--- src/design/q2e_delay.sv ---
`timescale 1ns / 1ps
module q2e_delay #(
  parameter int WIDTH = 8,
  parameter int DEPTH = 4
) (
  input  logic             clk_i,
  input  logic             rst_ni,
  input  logic             valid_i,
  input  logic [WIDTH-1:0] data_i,
  output logic             valid_o,
  output logic [WIDTH-1:0] data_o
);

  logic [WIDTH-1:0] data_q  [DEPTH];
  logic [DEPTH-1:0] valid_q;
  logic [DEPTH-1:0] valid_d;

  // shift valid in at the bottom, advance toward the top
  if (DEPTH > 1) begin : g_multi
    assign valid_d = {valid_q[DEPTH-2:0], valid_i};
  end else begin : g_single
    assign valid_d = valid_i;
  end

  always_ff @(posedge clk_i or negedge rst_ni) begin
    if (!rst_ni) begin
      valid_q <= '0;
    end else begin
      valid_q <= valid_d;
    end
  end

  always_ff @(posedge clk_i) begin
    data_q[0] <= data_i;
    for (int k = 1; k < DEPTH; k++) begin
      data_q[k] <= data_q[k-1];
    end
  end

  assign valid_o = valid_q[DEPTH-1];
  assign data_o  = data_q[DEPTH-1];

endmodule

--- config.mk ---
export PLATFORM = sky130hd
export DESIGN_NAME = q2e_delay
export DESIGN_NICKNAME = d
export VERILOG_FILES = /design/src/design/q2e_delay.sv
export SDC_FILE = /design/constraint.sdc
export NUM_CORES = 1
export LEC_CHECK = 0
export ABC_AREA = 1
export BUFFER_PORTS_ARGS = -buffer_cell sky130_fd_sc_hd__buf_2
export CAP_MARGIN = 20
export CORE_UTILIZATION = 49
export CTS_CLUSTER_SIZE = 12
export DETAILED_ROUTE_END_ITERATION = 6
export PLACE_DENSITY = 0.75
export SYNTH_ARGS = -nofsm -noshare
export SYNTH_HDL_FRONTEND = slang
export SYNTH_SLANG_ARGS = --single-unit
--- constraint.sdc ---
create_clock -name clk_i -period 0.8 [get_ports clk_i]
set_input_delay 0 -clock clk_i [delete_from_list [all_inputs] [get_ports clk_i]]
set_output_delay 0 -clock clk_i [all_outputs]
set_load 0.02 [all_outputs]
==> impl_metrics.py <==
metrics = {
    "status": {
        "status": "complete, but fails checks",
        "violations": "setup timing",
    },
    "synth": {
        "synth_top_area_share_pct": 86.49,
        "synth_top_cell_by_area": "dfxtp_1",
        "synthCells": 36,
        "synth-seq-cells": 36,
        "ys_warn_count": 0,
        "synth.cell_area_um2": 740.7,
        "synth-seq-area-share_pct": 100.0,
        "synthesis.nets": 47,
        "ys_types": 2,
        "synth.avg_cell_area_um2": 20.58,
        "synth_top_cells_by_area": "dfxtp_1 (86%), dfrtp_1 (14%)",
    },
    "timing": {
        "max_freq_ghz": 1.237,
        "slew_violations": 0,
        "fin_setup_tns_ns": -0.008341,
        "period_share_pct": 101.0,
        "hold_violations": 0,
        "layout_setup_ws_ns": -0.008341,
        "worst_clock_skew_ns": 0.003595,
        "setup_violations": 1,
        "relSlewSlack_pct": 93.62,
        "worst_pin_slew_ns": 0.09576,
        "holdWs_ns": 0.02122,
        "rsz0062_at_grt": "true",
        "fin_crit_ns": 0.8083,
    },
    "clocking": {
        "cts-buffers-inserted": 5,
        "htree_levels": 2,
        "clock-root-buffer": "clkbuf_4",
        "clk_path_buf_depth": 2,
        "clock_latency_ns": 0.30,
        "post_cts_buffers": 0,
        "clkTransAtPathRegs_ns": 0.10,
        "cts.sinks": 36,
        "cts_tree": "done",
    },
    "finish": {
        "final_common_cell": "dfxtp_1",
        "layout.cells.non_filler": 88,
        "fin_nets": 83,
        "fillCellCount": 75,
        "multi_input_area_um2": 0,
        "diodes": 0,
        "final_cell_mix": "dfxtp_1 (25), dlygate4sd3_1 (10), buf_2 (10), buf_6 (8), dfxtp_2 (7)",
        "layout-drive-gt1-share_pct": 46.58,
        "post-route-util_pct": 79.80,
        "multi_input_gates": 0,
        "area_growth_pct": 45.44,
    },
    "grt": {
        "grt_pass1_vias": 300,
        "grt_first_pass_wirelength_um": 1186,
        "grt_usage_pct": 11.81,
        "overflow": 0,
        "grt_start_max_net_pins": 12,
        "grt_antenna_before_repair": 0,
    },
    "drt": {
        "routedWlPerCell_um": 8.705,
        "ant_nets": 0,
        "avgViaCountPerCell": 4.114,
        "drc_errors": 0,
        "dr.pass1.iters": 4,
        "num_vias": 362,
        "wl_um": 766,
        "drtIter0Drc": 5,
    },
    "worst_setup_path": {
        "cp_max_fo": 1,
        "crit_type": "register to output pin",
        "crit_required_ns": 0.80,
        "cp-start-kind": "register",
        "cp-end-kind": "output pin",
        "cp_slowest_cell": "dfrtp_1",
        "arrival_ns": 0.81,
        "cp_slowest_stage_delay_ns": 0.38,
        "critPathBufInv": 1,
        "path_cells": "buf_6",
        "cp_top_family": "flip-flops",
    },
    "placed_design": {
        "place_ws_ns": 0.3151,
        "dp_cells": 70,
        "port_buffers": 19,
        "routabilityCongestion": 0.5811,
    },
    "flow_run": {
        "drv_cap": 0,
    },
    "floorplan": {
        "start_util_pct": 54.87,
        "io_pins": 20,
        "fp.dieH_um": 40.88,
        "core_mm2": 0.001350,
        "die_area_mm2": 0.001671,
        "die_x_um": 40.88,
        "std_cell_rows": 13,
    },
    "worst_hold_path": {
        "hp-class": "input port to asynchronous set/reset pin",
    },
    "power_and_ir_drop": {
        "power_leakage_nw": 0.4890,
        "power_density_mw_per_mm2": 2754,
        "vdd_ir_drop_max_v": 0.002276,
    },
}
## final timing paths
kind | from | end | slack [ns] | depth (start not counted)
setup / recovery | valid_q[3]$_DFF_PN0_ | valid_o | -0.008 | 1
hold / removal | rst_ni | valid_q[2]$_DFF_PN0_ | 0.02 | 2
setup reg to reg | valid_q[1]$_DFF_PN0_ | valid_q[2]$_DFF_PN0_ | 0.32 | 0
hold reg to reg | data_q[1][4]$_DFF_P_ | data_q[2][4]$_DFF_P_ | 0.33 | 0
max in group asynchronous | rst_ni | valid_q[3]$_DFF_PN0_ | 0.67 | 2
min in group clk_i | data_q[1][4]$_DFF_P_ | data_q[2][4]$_DFF_P_ | 0.33 | 0
## routing by layer
layer / wire [um] / share of wire (%) / track usage, % / vias up
met5: 0 / 0 / 0 / -
met4: 0 / 0 / 5.000 / 0
met3: 56 / 7.3 / 6.522 / 0
met2: 428 / 56 / 17.19 / 22
met1: 282 / 37 / 14.29 / 159
li1: - / - / - / 181
## logic make-up after synthesis
family / Yosys count / share of synthesized area, %
flip-flops: 36 / 100.0
## area by class of cell
cell class              instances  area [um^2]  area share [%]
clock buffers                   6        51.30           4.762
clock inverters                 2        10.01          0.9292
flip-flops and latches         36        749.5           69.57
repair buffers                 29        247.7           23.00
well taps                      15        18.77           1.742
## metrics by stage
stage,total power [W],instance area [um^2]
finish,0.002966,1077
global route,0.003122,1077
CTS,0.002968,1022
detailed placement,0.002028,854.6
global placement,0.002024,854.6
floorplan,0.001977,740.7
## sequential cells by signal (all words and copies together) (netlist names)
name and flops:
data_q 32, valid_q 4
## cells in the mapped netlist, drive strengths merged
cell type	instances
dfxtp	32
dfrtp	4
## power breakdown
| group | switching [W] | total, W | internal, W |
|---|---|---|---|
| registers | 0.0000236 | 0.00192 | 0.00189 |
| logic | 0.0000526 | 0.000143 | 0.0000903 |
| clock network | 0.000490 | 0.000907 | 0.000417 |
| total | 0.000566 | 0.00297 | 0.00240 |
## timing repair
item                                    4_1_cts  5_1_grt
endpoints found under the setup margin        1        9
gates resized for setup                       2       22
hold buffers                                 10        0
endpoints found under the hold margin        13        0
Power figures use the tool's default switching activity.
