File: src/design/q2e_pkg.sv
`timescale 1ns / 1ps
package q2e_pkg;

  localparam int QW        = 16;        // quaternion component width
  localparam int PW        = 2 * QW;    // product width
  localparam int OPW       = PW + 1;    // atan2 operand width
  localparam int CW        = OPW + 3;   // CORDIC datapath width, covers gain
  localparam int ZW        = 28;        // angle accumulator, units of 2^-24 rad
  localparam int AW        = 16;        // output angle width, Q2.13
  localparam int PITCH_W   = 15;
  localparam int SQ_STAGES = 30;        // result bits of the square root
  localparam int SQ_W      = 2 * SQ_STAGES;
  localparam int PMAG_W    = 29;        // |P| below 2^29 when not clamped
  localparam int PP_W      = 2 * PMAG_W;
  localparam int RAD_W     = PP_W + 1;

  localparam int ANG_PI      = 52707179;
  localparam int OUT_PI      = 25736;
  localparam int OUT_HALF_PI = 12868;
  localparam int RND_HALF    = 1024;
  localparam int RND_SHIFT   = 11;

  typedef struct packed {
    logic signed [QW-1:0] quat_w;
    logic signed [QW-1:0] quat_x;
    logic signed [QW-1:0] quat_y;
    logic signed [QW-1:0] quat_z;
  } quat_t;

  typedef struct packed {
    logic signed [PITCH_W-1:0] pitch_angle;
    logic signed [AW-1:0]      yaw_angle;
    logic signed [AW-1:0]      roll_angle;
    logic                      pitch_clamped;
  } euler_t;

  // atan(2^-i) in units of 2^-24 rad
  function automatic logic signed [ZW-1:0] atan_step(input logic [4:0] idx);
    logic signed [ZW-1:0] a;
    unique case (idx)
      5'd0:    a = ZW'(13176795);
      5'd1:    a = ZW'(7778716);
      5'd2:    a = ZW'(4110060);
      5'd3:    a = ZW'(2086331);
      5'd4:    a = ZW'(1047214);
      5'd5:    a = ZW'(524117);
      5'd6:    a = ZW'(262123);
      5'd7:    a = ZW'(131069);
      5'd8:    a = ZW'(65536);
      5'd9:    a = ZW'(32768);
      5'd10:   a = ZW'(16384);
      5'd11:   a = ZW'(8192);
      5'd12:   a = ZW'(4096);
      5'd13:   a = ZW'(2048);
      5'd14:   a = ZW'(1024);
      5'd15:   a = ZW'(512);
      5'd16:   a = ZW'(256);
      5'd17:   a = ZW'(128);
      5'd18:   a = ZW'(64);
      5'd19:   a = ZW'(32);
      5'd20:   a = ZW'(16);
      5'd21:   a = ZW'(8);
      5'd22:   a = ZW'(4);
      5'd23:   a = ZW'(2);
      default: a = '0;
    endcase
    return a;
  endfunction

endpackage

File: src/design/q2e_isqrt.sv
`timescale 1ns / 1ps
module q2e_isqrt (
  input  logic                           clk_i,
  input  logic                           rst_ni,
  input  logic                           valid_i,
  input  logic [q2e_pkg::RAD_W-1:0]      rad_i,
  output logic                           valid_o,
  output logic [q2e_pkg::SQ_STAGES-1:0]  root_o
);
  import q2e_pkg::*;

  logic [SQ_W-1:0]      rem_q  [SQ_STAGES];
  logic [SQ_W-1:0]      root_q [SQ_STAGES];
  logic [SQ_STAGES-1:0] valid_q;
  logic [SQ_STAGES-1:0] valid_d;

  assign valid_d = {valid_q[SQ_STAGES-2:0], valid_i};

  always_ff @(posedge clk_i or negedge rst_ni) begin
    if (!rst_ni) begin
      valid_q <= '0;
    end else begin
      valid_q <= valid_d;
    end
  end

  // one result bit per stage, most significant first
  for (genvar j = 0; j < SQ_STAGES; j++) begin : g_stage
    localparam logic [SQ_W-1:0] BIT = SQ_W'(1) << (2 * (SQ_STAGES - 1 - j));
    logic [SQ_W-1:0] rem_c, root_c, trial, rem_d, root_d;

    if (j == 0) begin : g_first
      assign rem_c  = SQ_W'(rad_i);
      assign root_c = '0;
    end else begin : g_next
      assign rem_c  = rem_q[j-1];
      assign root_c = root_q[j-1];
    end

    assign trial = root_c + BIT;

    always_comb begin
      if (rem_c >= trial) begin
        rem_d  = rem_c - trial;
        root_d = (root_c >> 1) + BIT;
      end else begin
        rem_d  = rem_c;
        root_d = root_c >> 1;
      end
    end

    always_ff @(posedge clk_i) begin
      rem_q[j]  <= rem_d;
      root_q[j] <= root_d;
    end
  end

  assign valid_o = valid_q[SQ_STAGES-1];
  assign root_o  = root_q[SQ_STAGES-1][SQ_STAGES-1:0];

endmodule

File: config.mk
export PLATFORM = sky130hd
export DESIGN_NAME = q2e_isqrt
export DESIGN_NICKNAME = d
export VERILOG_FILES = /design/src/design/q2e_pkg.sv /design/src/design/q2e_isqrt.sv
export SDC_FILE = /design/constraint.sdc
export NUM_CORES = 2
export LEC_CHECK = 0
export ABC_CLOCK_PERIOD_IN_PS = 4210
export BUFFER_PORTS_ARGS = -buffer_cell sky130_fd_sc_hd__clkbuf_2
export CORE_AREA = 5 5 408 610
export CTS_CLUSTER_SIZE = 12
export DETAILED_ROUTE_END_ITERATION = 10
export DIE_AREA = 0 0 413 615
export PLACE_DENSITY = 0.57
export REMOVE_ABC_BUFFERS = 1
export SLEW_MARGIN = 20
export SYNTH_ARGS = -nofsm -noshare
export SYNTH_HDL_FRONTEND = slang
export SYNTH_SLANG_ARGS = --single-unit
File: constraint.sdc
create_clock -name clk_i -period 4.21 [get_ports clk_i]
set_input_delay 0.421 -clock clk_i [delete_from_list [all_inputs] [get_ports clk_i]]
set_output_delay 0.421 -clock clk_i [all_outputs]
set_load 0.01 [all_outputs]
==> metrics <==
CP Cell Sequence ha_1, a21o_1, a21o_1, a21oi_1, a311oi_1, buf_4, a2111oi_0, nor3b_1, or4b_2, nor4_1, xnor2_1; Final nets roughly 9400; Setup crit start kind flip-flop; cell row count 222; fin area 0.09743 sq mm; DRC viols 0; CTS Buf Count between 200 and 250; Area Growth Syn to Fin 15.35%; post-synthesis cell area around 0.084 sq mm; commonest register cell after synthesis dfxtp_1; post-detailed-route wirelength per cell ~19 microns; Syn Inst Count ~8500; EDFF count, synth 0; vias in the first global route between 60000 and 70000; final worst-path cycle share 0.9679; clock root cell clkbuf_16; asr flop ratio synth 0.01342; Adder-Cell Fraction of Synth Area 0.07273; DR pass1 iterations 7; clock sinks ~2200; largest family of logic cells by synthesized area simple AND/OR/NAND/NOR gates; Die Span X 413 microns; synthesized area per cell approximately 10 sq um; Crit. End Element flip-flop; DP HPWL about 180000 microns; max incr delay on CP about 860 ps; most common cell after layout, fill and taps aside dfxtp_1; CP most frequent cell a21o_1; final setup margin about 140 ps; Critical Path AT roughly 4800 ps; DP Cell Count 11830; total chip power 63.01 mW; share of cells above drive strength 1 0.08453; dpl cell area between 0.09 and 0.1 sq mm; CP max stage cell a2111oi_0; Warnings, synthesis 0; Clock H-tree levels 4; non-filler cells, final approximately 12000; MaxCap Viol Count 0; hold crit path type input pin to flip-flop; Distinct cells, synth 90; largest net degree at the start of global routing about 60; initial antenna violation count 3; Seq/Total Area, Yosys 0.5315; Clock Latency Late Sink 910 ps; Reg clk slew, reported paths ~60 ps; Pwr per Cell Area approximately 650 mW/mm^2; port bufs a little over 90; Synth Area in XOR/XNOR 0.07943; most frequent cells in the layout 2205 x dfxtp_1, 616 x inv_1, 568 x nor2_1; pre-CTS setup slack roughly 220 ps; final WL around 230000 microns; Antenna Nets Post-Route 0; CTS tree built; LEAKAGE about 44 nW; Pins Over Slew Limit 0; routed via count between 60000 and 70000; status finished, final reports clean; setup-violating endpoint count in the final report 0; RePlAce Congestion approximately 0.99; clk_skew 100.9 ps; Crit Path Max Fanout 5; Crit Path Category flip-flop to flip-flop; post-layout min period around 4000 ps; first-pass GRT wire length 347300 microns; Core ar. 0.2430 sq mm; Post-Synth Simple-Gate Area 0.1528; DR vias/cell about 5.0; Hold Fails Final Rpt 0; synthesized flop and latch total roughly 2200; mux cell area share after synthesis 0.01022; worst-margin pin slew about 1200 ps; CTS Buffer Depth 4; f_max about 250 MHz; Starting Density 0.3475; Rel. slew slack 0.2018; final core utilization 0.4009; CP required about 5000 ps; Compound-Gate Fraction of Synth Area 0.1176; Die ar. about 0.25 sq mm; GRT Total Usage 0.1746; Detailed Route Iter0 Violations 2542; Die Y between 600 and 700 microns; Max IR drop VDD between 0.5 and 0.6 mV; # IOs 93; grt ovf 0
## cell families after synthesis
| kind of cell | count (synthesis) |
|---|---|
| compound gates | 1591 |
| xor+xnor | 766 |
| fa+ha+maj | 491 |
| buf+inv | 794 |
| flops | 2235 |
| mux | 77 |
| other cells | 1 |
| simple gates | 2516 |
## worst max-delay path: cells and delay by family, from the launching register on
kind                     cells  cell delay [ps]
AO/OA/AOI/OAI                5             1620
AND/OR/NAND/NOR              3             1290
XOR/XNOR                     1              150
adder cells (fa/ha/maj)      1              360
flip-flops                   1              320
buffers and inverters        1              190
## stage by stage
step / hold slack [ps] / TNS [ps]
2_1_floorplan: 125.4 / -131540
3_3_place_gp: 330.3 / -543.0
3_5_place_dp: 330.6 / 0
4_1_cts: 62.89 / 0
5_1_grt: 114.0 / -18.95
6_report: 146.0 / 0
## state kept, by name, indices dropped and copies added, names as in the netlist
name and cells:
valid_q 30, rem_q 1740, root_q 465
## routing by layer
metal,track usage,wire [microns],vias to the layer above
met5,0,0,-
met4,0.1422,21040,0
met1,0.1194,62530,28620
met2,0.3873,137500,1166
li1,-,-,30270
met3,0.02029,5715,744
## final cells by class
class	count	area [sq um]
sequential	2235	44890
antenna	6	15.01
multi-input combinational	5443	36710
clock buffer	305	6389
timing repair buffer	350	2666
clock inverter	40	370.4
tap	3248	4064
inverter	618	2320
fill	23670	145600
## final timing paths
check	endpoint	cells after the start	slack, ps	startpoint
worst min register to register	root_q[0][934]	0	280	root_q[0][875]
worst max-delay path	rem_q[14][51]	11	140	rem_q[13][36]
worst min-delay path	rem_q[0][39]	2	150	rad_i[39]
max in group asynchronous	valid_q[23]	2	3600	rst_ni
min in group asynchronous	valid_q[2]	2	170	rst_ni
worst max register to register	rem_q[14][51]	11	140	rem_q[13][36]
## power by group
part	total [mW]	switching [mW]	internal, mW
Sequential	29.3	3.52	25.7
Combinational	15.2	8.55	6.65
Clock	18.6	7.97	10.6
Total	63.0	20.0	43.0
## Yosys cell counts (204+ instances only)
| library cell | count | share of area |
|---|---|---|
| o21ai_0 | 346 | 0.021 |
| ha_1 | 491 | 0.073 |
| a21o_1 | 204 | 0.018 |
| nand2_1 | 558 | 0.025 |
| xor2_1 | 383 | 0.040 |
| inv_1 | 616 | 0.027 |
| xnor2_1 | 383 | 0.040 |
| nor2_1 | 568 | 0.025 |
| nor3_1 | 225 | 0.013 |
| nor4_1 | 297 | 0.022 |
| a21oi_1 | 545 | 0.032 |
| dfxtp_1 | 2205 | 0.52 |
## timing repair
| item | in CTS | in global routing |
|---|---|---|
| hold buffers | 61 | 0 |
| buffers inserted | 0 | 0 |
| setup endpoints to repair | 0 | 5 |
| gates resized for setup | 0 | 2 |
| endpoints found under the hold margin | 90 | 0 |
No activity file was read; power rests on OpenSTA's default activity.
