$ cat config.mk
export PLATFORM = sky130hd
export DESIGN_NAME = q2e_cordic
export DESIGN_NICKNAME = d
export VERILOG_FILES = /design/src/design/q2e_pkg.sv /design/src/design/q2e_cordic.sv
export SDC_FILE = /design/constraint.sdc
export NUM_CORES = 2
export LEC_CHECK = 0
export BUFFER_PORTS_ARGS = -buffer_cell sky130_fd_sc_hd__buf_4
export CAP_MARGIN = 20
export CORE_ASPECT_RATIO = 0.7
export CORE_UTILIZATION = 25
export CTS_CLUSTER_DIAMETER = 80
export DETAILED_ROUTE_END_ITERATION = 6
export GPL_TIMING_DRIVEN = 0
export HOLD_SLACK_MARGIN = 0.15
export PLACE_DENSITY = 0.49
export SLEW_MARGIN = 0
export SYNTH_ARGS = -nofsm -noshare
export SYNTH_HDL_FRONTEND = slang
export SYNTH_SLANG_ARGS = --single-unit
$ cat constraint.sdc
create_clock -name clk_i -period 5.6 [get_ports clk_i]
set_clock_uncertainty 0.1 [all_clocks]
set_input_delay 0.28 -clock clk_i [delete_from_list [all_inputs] [get_ports clk_i]]
set_output_delay 0.28 -clock clk_i [all_outputs]
set_load 0.01 [all_outputs]
$ cat src/design/q2e_pkg.sv
`timescale 1ns / 1ps
package q2e_pkg;

  localparam int QW        = 16;        // quaternion component width
  localparam int PW        = 2 * QW;    // product width
  localparam int OPW       = PW + 1;    // atan2 operand width
  localparam int CW        = OPW + 3;   // CORDIC datapath width, covers gain
  localparam int ZW        = 28;        // angle accumulator, units of 2^-24 rad
  localparam int AW        = 16;        // output angle width, Q2.13
  localparam int PITCH_W   = 15;
  localparam int SQ_STAGES = 30;        // result bits of the square root
  localparam int SQ_W      = 2 * SQ_STAGES;
  localparam int PMAG_W    = 29;        // |P| below 2^29 when not clamped
  localparam int PP_W      = 2 * PMAG_W;
  localparam int RAD_W     = PP_W + 1;

  localparam int ANG_PI      = 52707179;
  localparam int OUT_PI      = 25736;
  localparam int OUT_HALF_PI = 12868;
  localparam int RND_HALF    = 1024;
  localparam int RND_SHIFT   = 11;

  typedef struct packed {
    logic signed [QW-1:0] quat_w;
    logic signed [QW-1:0] quat_x;
    logic signed [QW-1:0] quat_y;
    logic signed [QW-1:0] quat_z;
  } quat_t;

  typedef struct packed {
    logic signed [PITCH_W-1:0] pitch_angle;
    logic signed [AW-1:0]      yaw_angle;
    logic signed [AW-1:0]      roll_angle;
    logic                      pitch_clamped;
  } euler_t;

  // atan(2^-i) in units of 2^-24 rad
  function automatic logic signed [ZW-1:0] atan_step(input logic [4:0] idx);
    logic signed [ZW-1:0] a;
    unique case (idx)
      5'd0:    a = ZW'(13176795);
      5'd1:    a = ZW'(7778716);
      5'd2:    a = ZW'(4110060);
      5'd3:    a = ZW'(2086331);
      5'd4:    a = ZW'(1047214);
      5'd5:    a = ZW'(524117);
      5'd6:    a = ZW'(262123);
      5'd7:    a = ZW'(131069);
      5'd8:    a = ZW'(65536);
      5'd9:    a = ZW'(32768);
      5'd10:   a = ZW'(16384);
      5'd11:   a = ZW'(8192);
      5'd12:   a = ZW'(4096);
      5'd13:   a = ZW'(2048);
      5'd14:   a = ZW'(1024);
      5'd15:   a = ZW'(512);
      5'd16:   a = ZW'(256);
      5'd17:   a = ZW'(128);
      5'd18:   a = ZW'(64);
      5'd19:   a = ZW'(32);
      5'd20:   a = ZW'(16);
      5'd21:   a = ZW'(8);
      5'd22:   a = ZW'(4);
      5'd23:   a = ZW'(2);
      default: a = '0;
    endcase
    return a;
  endfunction

endpackage

$ cat src/design/q2e_cordic.sv
`timescale 1ns / 1ps
module q2e_cordic #(
  parameter int STEPS = 16,
  parameter int LIM   = 25736
) (
  input  logic                             clk_i,
  input  logic                             rst_ni,
  input  logic                             valid_i,
  input  logic signed [q2e_pkg::OPW-1:0]   y_i,
  input  logic signed [q2e_pkg::OPW-1:0]   x_i,
  output logic                             valid_o,
  output logic signed [q2e_pkg::AW-1:0]    angle_o
);
  import q2e_pkg::*;

  logic signed [CW-1:0] x_q [STEPS+1];
  logic signed [CW-1:0] y_q [STEPS+1];
  logic signed [ZW-1:0] z_q [STEPS+1];
  logic                 zero_q [STEPS+1];
  logic [STEPS+1:0]     valid_q;
  logic [STEPS+1:0]     valid_d;

  logic signed [CW-1:0] x_ext, y_ext, x0_d, y0_d;
  logic signed [ZW-1:0] z0_d;
  logic signed [ZW-1:0] zr;
  logic signed [AW-1:0] angle_d;
  logic signed [AW-1:0] angle_q;

  assign valid_d = {valid_q[STEPS:0], valid_i};

  always_ff @(posedge clk_i or negedge rst_ni) begin
    if (!rst_ni) begin
      valid_q <= '0;
    end else begin
      valid_q <= valid_d;
    end
  end

  // fold the left half plane onto the right, start from +-pi
  assign x_ext = CW'(x_i);
  assign y_ext = CW'(y_i);

  always_comb begin
    if (x_i < 0) begin
      x0_d = -x_ext;
      y0_d = -y_ext;
      z0_d = (y_i >= 0) ? ZW'(ANG_PI) : -ZW'(ANG_PI);
    end else begin
      x0_d = x_ext;
      y0_d = y_ext;
      z0_d = '0;
    end
  end

  always_ff @(posedge clk_i) begin
    x_q[0]    <= x0_d;
    y_q[0]    <= y0_d;
    z_q[0]    <= z0_d;
    zero_q[0] <= (x_i == 0) && (y_i == 0);
  end

  // one micro-rotation per stage, drive y toward zero
  for (genvar i = 0; i < STEPS; i++) begin : g_iter
    logic signed [CW-1:0] xs, ys, x_d, y_d;
    logic signed [ZW-1:0] z_d;

    assign xs = x_q[i] >>> i;
    assign ys = y_q[i] >>> i;

    always_comb begin
      if (!y_q[i][CW-1]) begin
        x_d = x_q[i] + ys;
        y_d = y_q[i] - xs;
        z_d = z_q[i] + atan_step(5'(i));
      end else begin
        x_d = x_q[i] - ys;
        y_d = y_q[i] + xs;
        z_d = z_q[i] - atan_step(5'(i));
      end
    end

    always_ff @(posedge clk_i) begin
      x_q[i+1]    <= x_d;
      y_q[i+1]    <= y_d;
      z_q[i+1]    <= z_d;
      zero_q[i+1] <= zero_q[i];
    end
  end

  // round to Q2.13 and clamp
  assign zr = (z_q[STEPS] + ZW'(RND_HALF)) >>> RND_SHIFT;

  always_comb begin
    if (zero_q[STEPS]) begin
      angle_d = '0;
    end else if (zr > ZW'(LIM)) begin
      angle_d = AW'(LIM);
    end else if (zr < -ZW'(LIM)) begin
      angle_d = -AW'(LIM);
    end else begin
      angle_d = AW'(zr);
    end
  end

  always_ff @(posedge clk_i) begin
    angle_q <= angle_d;
  end

  assign valid_o = valid_q[STEPS+1];
  assign angle_o = angle_q;

endmodule

==> run_results.csv <==
group,metric,value,unit
drt,wl,318,mm
layout,final_cell_mix,"1,454 x dfxtp_1, 1,406 x a21oi_1, 1,388 x ha_1, 1,281 x nor2_1, 1,277 x xnor2_1",
timing,finalCriticalPeriod,5380,ps
logic_synthesis,ys_types,85,
clock_tree,root_buffer,"clkbuf_16",
layout,syn2layout_area_growth,14.9,%
logic_synthesis,synth-compound-area-share,21.2,%
logic_synthesis,async_flop_share,1.21,%
critical_path,reg2reg_to,"y_q[0][466]",
logic_synthesis,synth-main-ff-cell,"dfxtp_1",
placement,place_hpwl,261,mm
hold_path,hp-class,"input port to flip-flop",
timing,hold_violations,0,
drt,wire_per_inst,16.6,µm
clock_tree,worstSkewPairLatency,860,ps
floorplanning,start_util,25.2,%
drt,drc_errors,0,
drt,ant_nets,0,
hold_path,hold_end,"y_q[0][15]",
layout,drive_gt1_share,4.60,%
clock_tree,cts_tree,"built",
global_route,grt_pass1_vias,85600,
layout,final_nets,14800,
clock_tree,cts_max_level,4,
logic_synthesis,netlist_area,108000,µm²
drt,drt_iter0_markers,6949,
logic_synthesis,syn_avg_cell_area,8.41,µm²
logic_synthesis,synth_top_family_by_area,"compound AO/OA/AOI/OAI gates",
logic_synthesis,synth-simple-area-share,15.3,%
floorplanning,core_area,430000,µm²
hold_path,min-delay-start,"y_i[15]",
logic_synthesis,synth.top_cell.area_share,27.1,%
run,max_cap_viol_count,0,
critical_path,r2r-start,"x_q[0][410]",
clock_tree,clkTransAtPathRegs,70,ps
critical_path,rrSetupSlack,220,ps
drt,vias,91700,
logic_synthesis,syn_inst,12900,
timing,fin_tns_setup,0,ps
critical_path,start_kind,"flip-flop",
logic_synthesis,synthAdderAreaFrac,16.8,%
critical_path,reg2reg_depth,18,
timing,worst_pin_slew,1130,ps
timing,setup_viol,0,
status,outcome,"finished clean",
timing,timing.fmax,186,MHz
clock_tree,clock_sinks,1485,
logic_synthesis,synth.mux.area_fraction,0.645,%
hold_path,hold_depth,3,
drt,dr.pass1.iters,6,
logic_synthesis,yosys-top-cells-area,"dfxtp_1 27%, ha_1 16%, xnor2_1 10%",
placement,io_buffers,85,
global_route,antenna_found_initial,12,
critical_path,critPathCaptureType,"flip-flop",
placement,place.gp.congestion,0.883,
layout,final_common_cell,"dfxtp_1",
logic_synthesis,yosysSeqAreaShare,27.5,%
floorplanning,die_w,789,µm
floorplanning,die-area,436000,µm²
logic_synthesis,ys_ff_latch,1485,
drt,viasPerCell,4.79,
timing,drv_slew,0,
critical_path,worstPathRequired,6290,ps
global_route,overflow,0,
logic_synthesis,yosys_warnings,0,
logic_synthesis,yosys.area.top_type,"dfxtp_1",
global_route,grt.total_usage,13.9,%
timing,fin_crit_sh,96.1,%
clock_tree,cts_buffer_depth,4,
floorplanning,io_pins,86,
critical_path,cp_max_fo,5,
critical_path,cp.arrival,6070,ps
global_route,grt_pass1_wl,495,mm
logic_synthesis,synth_edf_count,0,
critical_path,crit_type,"flip-flop to flip-flop",
floorplanning,rows,201,
timing,slew_headroom,24.7,%
clock_tree,numCtsBuffers,162,
logic_synthesis,synth_xor_area_share,15.6,%
floorplanning,dieHeight,553,µm
global_route,grt_max_degree,25,
## through the flow
| stage | utilization [%] | setup slack [ps] | hold slack (ps) | cells | area, µm² |
|---|---|---|---|---|---|
| floorplan | - | 779 | -116 | 12900 | 108000 |
| detailed placement | 27.0 | -1030 | 60.5 | 18700 | 116000 |
| global placement | 27.0 | -1280 | 55.7 | 18700 | 116000 |
| finish | 29.0 | 218 | 178 | 19200 | 124000 |
| CTS | 28.8 | 5.69 | 156 | 19100 | 124000 |
| global route | 29.0 | -33.3 | 151 | 19200 | 124000 |
## area by class of cell
| cell class | instances | area, µm² |
|---|---|---|
| sequential | 1485 | 29800 |
| tap | 5684 | 7110 |
| timing repair buffer | 293 | 2710 |
| antenna | 9 | 22.5 |
| fill | 46000 | 305000 |
| clock inverter | 71 | 1010 |
| timing repair inverter | 1 | 7.51 |
| clock buffer | 214 | 4580 |
| multi-input combinational | 10600 | 75900 |
| inverter | 646 | 2440 |
| buffer | 192 | 815 |
## synthesized netlist by cell type, types with 25 or more instances
cell	instances
a21boi_0	34
nand2_1	582
o211ai_1	32
a221oi_1	28
inv_1	636
and2_1	78
nor2_1	1285
mux2i_1	35
nor3_1	331
or2_2	25
nand3_1	201
nand2b_1	211
a211o_1	34
a31oi_1	138
o21a_1	203
xor2_1	640
xnor2_1	1286
a31o_2	30
nor4_1	112
o21ai_1	35
and3_1	107
o31ai_1	61
mux2_2	31
nand4_1	86
ha_1	1388
and4_1	27
a21o_1	596
clkbuf_1	162
buf_1	36
o21ai_0	539
a211oi_1	67
a21oi_1	1408
nor2b_1	214
o31a_1	29
or3_1	76
o41ai_1	55
o21bai_1	185
or4_1	43
dfxtp_1	1467
nor3b_1	26
fa_1	43
## kinds of logic after synthesis
family / after synthesis
simple gates: 3460
xor+xnor: 1926
other cells: 1
flops: 1485
fa+ha+maj: 1431
compound gates: 3674
buf+inv: 845
mux: 66
## critical path, cell delays in order, from the launching register on
cell	delay (ps)
dfxtp_1	400
or3_1	420
nor3_1	170
and2_1	300
nand2_1	140
nor3_1	700
nor2_1	110
xnor2_1	160
ha_1	430
inv_1	70
or4_1	680
a211oi_1	450
o31a_1	190
o21ai_0	120
or3_1	360
nand2b_1	90
a21oi_1	90
o21ai_1	150
xor2_1	170
## flip-flops by register name, indices dropped and copies added, names as in the netlist
name     count
y_q        541
x_q        525
z_q        368
zero_q      17
angle_o     16
valid_q     18
## what timing repair did
action                     in CTS  in global routing
hold buffers                  187                  0
gates cloned                    1                  0
setup endpoints to repair     139                112
resized for setup              65                135
hold endpoints to repair       92                  0
pin swaps                       0                  2
setup buffers                   3                  7
## worst max path at each step
stage	from	to
2_1_floorplan	x_q[0][375]	y_q[0][431]
3_3_place_gp	y_q[0][143]	y_q[0][179]
3_5_place_dp	y_q[0][215]	y_q[0][249]
4_1_cts	y_q[0][395]	y_q[0][430]
5_1_grt	x_q[0][227]	y_q[0][284]
6_report	x_q[0][410]	y_q[0][466]
## metal layers
layer	track usage (%)	vias up	share of wire [%]	routed length, µm
li1	-	46700	-	-
met1	22.2	42700	54	172000
met2	19.2	2036	38	120000
met3	2.66	278	6.9	21800
met4	1.93	4	1.3	4180
met5	0	-	0.0097	31
Power is left out: the tool's default activity adds up to more than one toggle a clock period on the data nets, which glitch-free logic cannot reach.
